### src/hdl/xmt_pkg.sv
`timescale 1ns / 1ps
package xmt_pkg;
    localparam int ENTITY_MAX_LEN = 5;
    localparam int ELW = $clog2(ENTITY_MAX_LEN + 1);

    typedef enum logic [4:0] {
        M_START, M_AFTER_GT, M_AFTER_LT, M_PRE_CLOSE, M_PRE_PROLOG,
        M_NAME_TAG, M_NAME_CLOSE, M_NAME_PROLOG, M_BANG, M_DASH1,
        M_COMMENT, M_ATTR_SKIP, M_ATTR_NAME, M_POST_NAME, M_VAL_PRE,
        M_VAL_BODY, M_TEXT, M_ENTITY, M_SLASH, M_QM, M_ERR
    } t_mode;

    localparam logic [1:0] OK_DATA = 2'd0;
    localparam logic [1:0] OK_DONE = 2'd1;
    localparam logic [1:0] OK_ERR  = 2'd2;

    localparam logic [3:0] TK_TAG = 4'd0, TK_CLOSE = 4'd1, TK_SELF = 4'd2,
        TK_PRO_BEG = 4'd3, TK_PRO_END = 4'd4, TK_ATTR = 4'd5, TK_VAL = 4'd6,
        TK_TEXT = 4'd7, TK_END = 4'd8;

    localparam logic [3:0] E_SLASH = 4'd0, E_QM = 4'd1, E_AFTER_LT = 4'd2,
        E_TEXT_END = 4'd3, E_TAG_CHAR = 4'd4, E_COMMENT = 4'd5,
        E_ATTR_END = 4'd6, E_ATTR_CHAR = 4'd7, E_NO_QUOTE = 4'd8,
        E_WRONG_QUOTE = 4'd9, E_VAL_END = 4'd10, E_ENTITY = 4'd11,
        E_STRAY = 4'd12;

    typedef struct packed {
        logic [1:0] out_kind;
        logic [3:0] token_kind;
        logic [7:0] data_char;
        logic [3:0] error_code;
    } t_result;

    function automatic logic is_ws(input logic [7:0] c);
        return c == 8'h20 || c == 8'h09 || c == 8'h0A || c == 8'h0D;
    endfunction

    function automatic logic is_alpha(input logic [7:0] c);
        return (c >= "A" && c <= "Z") || (c >= "a" && c <= "z") || c == "_";
    endfunction

    function automatic logic is_word(input logic [7:0] c);
        return is_alpha(c) || (c >= "0" && c <= "9");
    endfunction
endpackage

### src/hdl/xmt_entity.sv
`timescale 1ns / 1ps
module xmt_entity import xmt_pkg::*; (
    input  logic           i_clk,
    input  logic           i_wr,
    input  logic [ELW-1:0] i_len,
    input  logic [7:0]     i_char,
    output logic           o_hit,
    output logic [7:0]     o_char
);
    logic [7:0] r_buf [ENTITY_MAX_LEN];

    // entry 0 always holds '&', so only the bytes after it are compared
    always_ff @(posedge i_clk) begin
        if (i_wr) begin
            r_buf[i_len[ELW-1:0] < ELW'(ENTITY_MAX_LEN) ? i_len : '0] <= i_char;
        end
    end

    always_comb begin
        o_hit  = 1'b0;
        o_char = 8'h00;
        if (i_len == ELW'(3) && r_buf[1] == "l" && r_buf[2] == "t") begin
            o_hit = 1'b1; o_char = "<";
        end else if (i_len == ELW'(3) && r_buf[1] == "g" && r_buf[2] == "t") begin
            o_hit = 1'b1; o_char = ">";
        end else if (i_len == ELW'(4) && r_buf[1] == "a" && r_buf[2] == "m"
                     && r_buf[3] == "p") begin
            o_hit = 1'b1; o_char = "&";
        end else if (i_len == ELW'(5) && r_buf[1] == "a" && r_buf[2] == "p"
                     && r_buf[3] == "o" && r_buf[4] == "s") begin
            o_hit = 1'b1; o_char = 8'h27;
        end else if (i_len == ELW'(5) && r_buf[1] == "q" && r_buf[2] == "u"
                     && r_buf[3] == "o" && r_buf[4] == "t") begin
            o_hit = 1'b1; o_char = 8'h22;
        end
    end
endmodule

### config.mk
export PLATFORM = sky130hd
export DESIGN_NAME = xmt_entity
export DESIGN_NICKNAME = d
export VERILOG_FILES = /design/src/hdl/xmt_pkg.sv /design/src/hdl/xmt_entity.sv
export SDC_FILE = /design/constraint.sdc
export NUM_CORES = 1
export LEC_CHECK = 0
export BUFFER_PORTS_ARGS = -buffer_cell sky130_fd_sc_hd__buf_2
export CAP_MARGIN = 5
export CORE_AREA = 2 2 58 60
export CTS_CLUSTER_SIZE = 24
export DETAILED_ROUTE_END_ITERATION = 10
export DIE_AREA = 0 0 60 62
export HOLD_SLACK_MARGIN = 0.06
export PLACE_DENSITY = 0.7
export SYNTH_ARGS = -nofsm -noshare
export SYNTH_HDL_FRONTEND = slang
export SYNTH_SLANG_ARGS = --single-unit
### constraint.sdc
create_clock -name i_clk -period 3 [get_ports i_clk]
set_clock_uncertainty 0.05 [all_clocks]
set_input_delay 0.6 -clock i_clk [delete_from_list [all_inputs] [get_ports i_clk]]
set_output_delay 0.6 -clock i_clk [all_outputs]
set_load 0.005 [all_outputs]
==> results of run 1 <==
## power by group
part	total [mW]	switching (mW)	internal (mW)
sequential	0.513	0.00643	0.507
clock	0.216	0.127	0.0899
combinational	0.0323	0.0195	0.0127
## cell type report
cell class	count	area (um^2)	share of cell area
Clock buffer	7	45.04	0.02958
Tap cell	46	57.56	0.03780
Multi-Input combinational cell	47	352.8	0.2317
Timing Repair Buffer	20	102.6	0.06738
Sequential cell	32	960.9	0.6311
Clock inverter	1	3.754	0.002465
## kinds of logic (layout without fill, tap and decap cells)
logic type | count (synthesis) | count (layout)
other | 1 | 2
DFF | 32 | 32
buffers and inverters | 4 | 28
AOI/OAI and AO/OA | 4 | 4
and+or+nand+nor | 41 | 41
## layer usage
| layer | global-route usage | vias to the layer above | wire length [um] |
|---|---|---|---|
| met5 | 0 | - | 0 |
| met3 | 0.04348 | 7 | 130 |
| met4 | 0.1048 | 0 | 79 |
| met1 | 0.1612 | 365 | 976 |
| met2 | 0.2624 | 31 | 1227 |
| li1 | - | 373 | - |
## synthesized netlist by cell type
cell type | n | share of area
or3b_2 | 1 | 0.0065
nor4_1 | 2 | 0.0093
or3_1 | 2 | 0.0093
conb_1 | 1 | 0.0028
or4b_1 | 1 | 0.0075
nor3b_1 | 1 | 0.0056
nor4_4 | 1 | 0.016
nand2_1 | 5 | 0.014
edfxtp_1 | 32 | 0.72
a22oi_1 | 1 | 0.0056
a211o_1 | 1 | 0.0065
or3b_4 | 1 | 0.0084
nor4_2 | 2 | 0.019
nor4bb_1 | 1 | 0.0075
nand4bb_1 | 3 | 0.025
buf_4 | 4 | 0.022
nor3_1 | 2 | 0.0075
a2bb2oi_1 | 1 | 0.0065
and3_1 | 2 | 0.0093
nand2b_1 | 5 | 0.023
nor2b_1 | 1 | 0.0047
nand3b_1 | 3 | 0.017
nand4b_1 | 3 | 0.020
nor2_1 | 3 | 0.0084
and3b_1 | 1 | 0.0065
or4bb_1 | 1 | 0.0084
o2111ai_1 | 1 | 0.0065
## per-stage QoR
stage | setup WS, ns | hold WS (ns)
after CTS | 0.3958 | 0.4338
after floorplan | 0.7012 | 0.6489
final | 0.4261 | 0.4444
after global placement | 0.5648 | 0.7770
after detailed placement | 0.5045 | 0.7817
after global routing | 0.3207 | 0.4307
## worst max-delay path by stage
stage,depth (start not counted),end,slack [ns]
finish,5,o_char[2],0.43
CTS,5,o_char[2],0.40
floorplan,5,o_char[5],0.70
global route,5,o_hit,0.32
global placement,6,o_char[5],0.56
detailed placement,6,o_char[5],0.50
==> results.cfg, run 1 <==
[setup_path]
worstPathRequired_ns = 2.35
slowest_stage = edfxtp_1
path_cells = or3b_4 > nor4_4 > and3_1 > nand2b_1 > buf_2
end_kind = primary output
critPathTopFamily = simple AND/OR/NAND/NOR gates
arrival_ns = 1.92
crit_start = r_buf[1][1]
critPathMaxStageDelay_ns = 0.42
worstSetupPathType = reg2out
critPathBufInv = 1
start_kind = flop
path_max_fanout = 4

[yosys]
muxShareOfSynthArea = 0
seq_area_frac_synth = 0.7171
synth_fa_ha_area_frac = 0
synthXorXnorAreaFrac = 0
avgSynthCellArea_um2 = 16.34
synth_seq_cells = 32
synth_area_um2 = 1340
ys.warnings.count = 0
synth_compound_area_frac = 0.02521
synth_top_family_by_area = simple AND/OR/NAND/NOR gates
netlist_instances = 82
synthSimpleGateAreaFrac = 0.2325
ys_types = 27

[placement]
placed_cells = 145
place_area_um2 = 1474
dpl.hpwl_um = 1840
gp_congestion = 0.7589
port_buffers = 19

[floorplan]
core_um2 = 3179
die_h_um = 62
dieWidth_um = 60
boundaryPins = 22
dieArea_um2 = 3720
start_util = 0.4215
row_count = 21

[sta]
tns_ns = 0
min_period_ns = 2.574
fmax_ghz = 0.3885
finalSetupViolCount = 0
finalHoldViolCount = 0
rsz0062_at_grt = no
post-route-period-util = 0.8580
worst_pin_slew_ns = 0.7206
max-slew-margin-rel = 0.5178
maxSlewViolCount = 0

[clock_network]
cts_hold_buffers = 0
clk_pin_slew_ns = 0.09
cts_buffers = 5
cts_resized = 0
post-cts-setup-buffers = 0
clockBufferDepth = 2
clock-sinks = 32
cts_root_buffer = clkbuf_4
htreeDepth = 2
cts_tree = built

[final_layout]
final_area_um2 = 1523
syn_to_final_growth_pct = 13.63
final_cell_mix = 32 x edfxtp_1, 19 x buf_2, 5 x nand2b_1, 5 x nand2_1, 5 x clkbuf_4
final_cells = 153
num-nets-final = 119
diodes = 0
fillers = 290
drive_above_1_share = 0.2804
largest_reg_flops = 32
utilization = 0.4789
final_common_cell = edfxtp_1

[grt]
grt_pass1_vias = 770
grt_overflow = 0
grt_max_degree = 10
grt_first_pass_wirelength_um = 3781
grt_usage = 0.1520
antenna_found_initial = 0

[drt]
vias_per_cell = 5.072
wirelength_um = 2414
wire_per_inst_um = 15.78
drc = 0
vias = 776
drt-initial-drc-count = 27
dr.pass1.iters = 4
antenna_left = 0

[run_status]
status = finished clean

[min_path]
hold_depth = 1
whs_endpoint = r_buf[2][6]
holdCritPathClass = in2reg
worstHoldStart = i_char[6]

[run]
max_cap_violations = 0

[pwr]
powerDensity_nw_per_um2 = 500.4
p_total_uw = 762.0
ir_drop_mv = 0.2362
p_leak_nw = 0.5209
No activity file was read; power rests on OpenSTA's default activity.
==> run 2: changes to the inputs <==
--- a/config.mk
+++ b/config.mk
@@ -7,12 +7,12 @@
 export LEC_CHECK = 0
 export BUFFER_PORTS_ARGS = -buffer_cell sky130_fd_sc_hd__buf_2
 export CAP_MARGIN = 5
-export CORE_AREA = 2 2 58 60
+export CORE_AREA = 2 2 53 55
 export CTS_CLUSTER_SIZE = 24
 export DETAILED_ROUTE_END_ITERATION = 10
-export DIE_AREA = 0 0 60 62
+export DIE_AREA = 0 0 55 57
 export HOLD_SLACK_MARGIN = 0.06
-export PLACE_DENSITY = 0.7
+export PLACE_DENSITY = 0.81
 export SYNTH_ARGS = -nofsm -noshare
 export SYNTH_HDL_FRONTEND = slang
 export SYNTH_SLANG_ARGS = --single-unit
==> run 2 against run 1 <==
- total power decreased by 2.1%
- clock-buffer cell count decreased by 2
- cell count decreased by 10%
- hold slack improved by 0.0082 ns
- clock power decreased by 6%
- wire length decreased by 10%
- setup slack improved by 0.043 ns
- sequential share of layout area increased by 0.95 points
- via count increased by 1.2%
- flip-flop and latch count unchanged
- largest power group unchanged
==> results.cfg, run 2 (synthesis results as in run 1) <==
[floorplan]
boundaryPins = 22
die_h_um = 57
core_um2 = 2615
dieArea_um2 = 3135
start_util = 0.5124
dieWidth_um = 55
row_count = 19

[grt]
groute.layer.met3.usage = 0.06545
grt_first_pass_wirelength_um = 3408
grt_usage = 0.1634
globalRouteMet2Util = 0.2568
gr-usage-met1 = 0.1862
grt_max_degree = 10
grt_pass1_vias = 770
grt_busiest_layer = met2
grt_overflow = 0
antenna_found_initial = 0

[setup_path]
arrival_ns = 1.88
critPathTopFamily = simple AND/OR/NAND/NOR gates
worstSetupPathType = reg2out
critPathBufInv = 1
end_kind = primary output
worstPathRequired_ns = 2.35
critPathMaxStageDelay_ns = 0.42
path_max_fanout = 4
path_cells = or3b_4 > nor4_4 > and3_1 > nand2b_1 > buf_2
slowest_stage = or3b_4
start_kind = flop

[drt]
antenna_left = 0
vias = 785
vias_per_cell = 5.730
drc = 0
drt-initial-drc-count = 12
wirelength_um = 2173
wire_per_inst_um = 15.86
dr.pass1.iters = 5

[clock_network]
cts_resized = 0
post-cts-setup-buffers = 0
cts_root_buffer = clkbuf_4
cts_hold_buffers = 0
clock-sinks = 32
clk_pin_slew_ns = 0.09
cts_tree = built
cts_buffers = 5
htreeDepth = 2
clockBufferDepth = 2

[final_layout]
final_cells = 137
num-nets-final = 119
fillers = 222
final_cell_mix = 32 x edfxtp_1, 19 x buf_2, 5 x nand2b_1, 5 x nand2_1, 5 x clkbuf_4
multi_input_area_um2 = 352.8
largest_reg_flops = 32
drive_above_1_share = 0.2830
syn_to_final_growth_pct = 11.95
seq_area_um2 = 960.9
diodes = 0
final_common_cell = edfxtp_1

[pwr]
comb_power_share = 0.042
ir_drop_mv = 0.4074
seqPwrFrac = 0.688
p_clk_frac = 0.270
p_leak_nw = 0.5201
p_total_uw = 745.7
powerDensity_nw_per_um2 = 497.1
p_sw_uw = 144.7
p_sw_frac = 0.1940
intPower_uw = 601.0

[min_path]
holdCritPathClass = in2reg

[sta]
tns_ns = 0
min_period_ns = 2.531
finalHoldViolCount = 0
worst_pin_slew_ns = 0.7978
post-route-period-util = 0.8436
finalSetupViolCount = 0
rsz0062_at_grt = no
fmax_ghz = 0.3951
max-slew-margin-rel = 0.4662
maxSlewViolCount = 0
worst_hold_slack_ns = 0.4526

[placement]
placed_cells = 130
port_buffers = 19
dpl.hpwl_um = 1703
gp_congestion = 0.7492

[run]
max_cap_violations = 0

[run_status]
status = finished clean
## run 2: cell count changes in the layout (fill, tap and decap cells not counted), sizes merged
cell    previous run  this run
clkinv             1         2
clkbuf             7         5
## run 2: area by class of cell
class | instances | share of cell area
clock inverter | 2 | 0.005004
sequential | 32 | 0.6405
clock buffer | 5 | 0.02502
tap | 31 | 0.02585
multi-input combinational | 47 | 0.2352
timing repair buffer | 20 | 0.06839
## run 2: per-layer routing
metal	part of all wire	wire length, um
met5	0	0
met2	0.52	1129
met1	0.40	865
met4	0.033	72
met3	0.048	105
## run 2: path summary, 6_finish.rpt
path         from           to  slack (ns)  cells past startpoint
max   r_buf[1][1]    o_char[2]        0.47                      5
min     i_char[2]  r_buf[2][2]        0.45                      1
## run 2: through the flow
stage	instance area [um^2]	worst slack, ns	util
2_1_floorplan	1344	0.7012	-
5_1_grt	1500	0.2933	0.5737
6_report	1500	0.4691	0.5737
4_1_cts	1500	0.4473	0.5737
3_3_place_gp	1455	0.5556	0.5565
3_5_place_dp	1455	0.5246	0.5565
## run 2: power groups by stage
stage	registers (mW)	logic [mW]	clock network, mW
finish	0.513	0.0312	0.202
floorplan	0.521	0.0154	0
global placement	0.522	0.0304	0
CTS	0.513	0.0317	0.212
global route	0.514	0.0350	0.230
detailed placement	0.523	0.0317	0
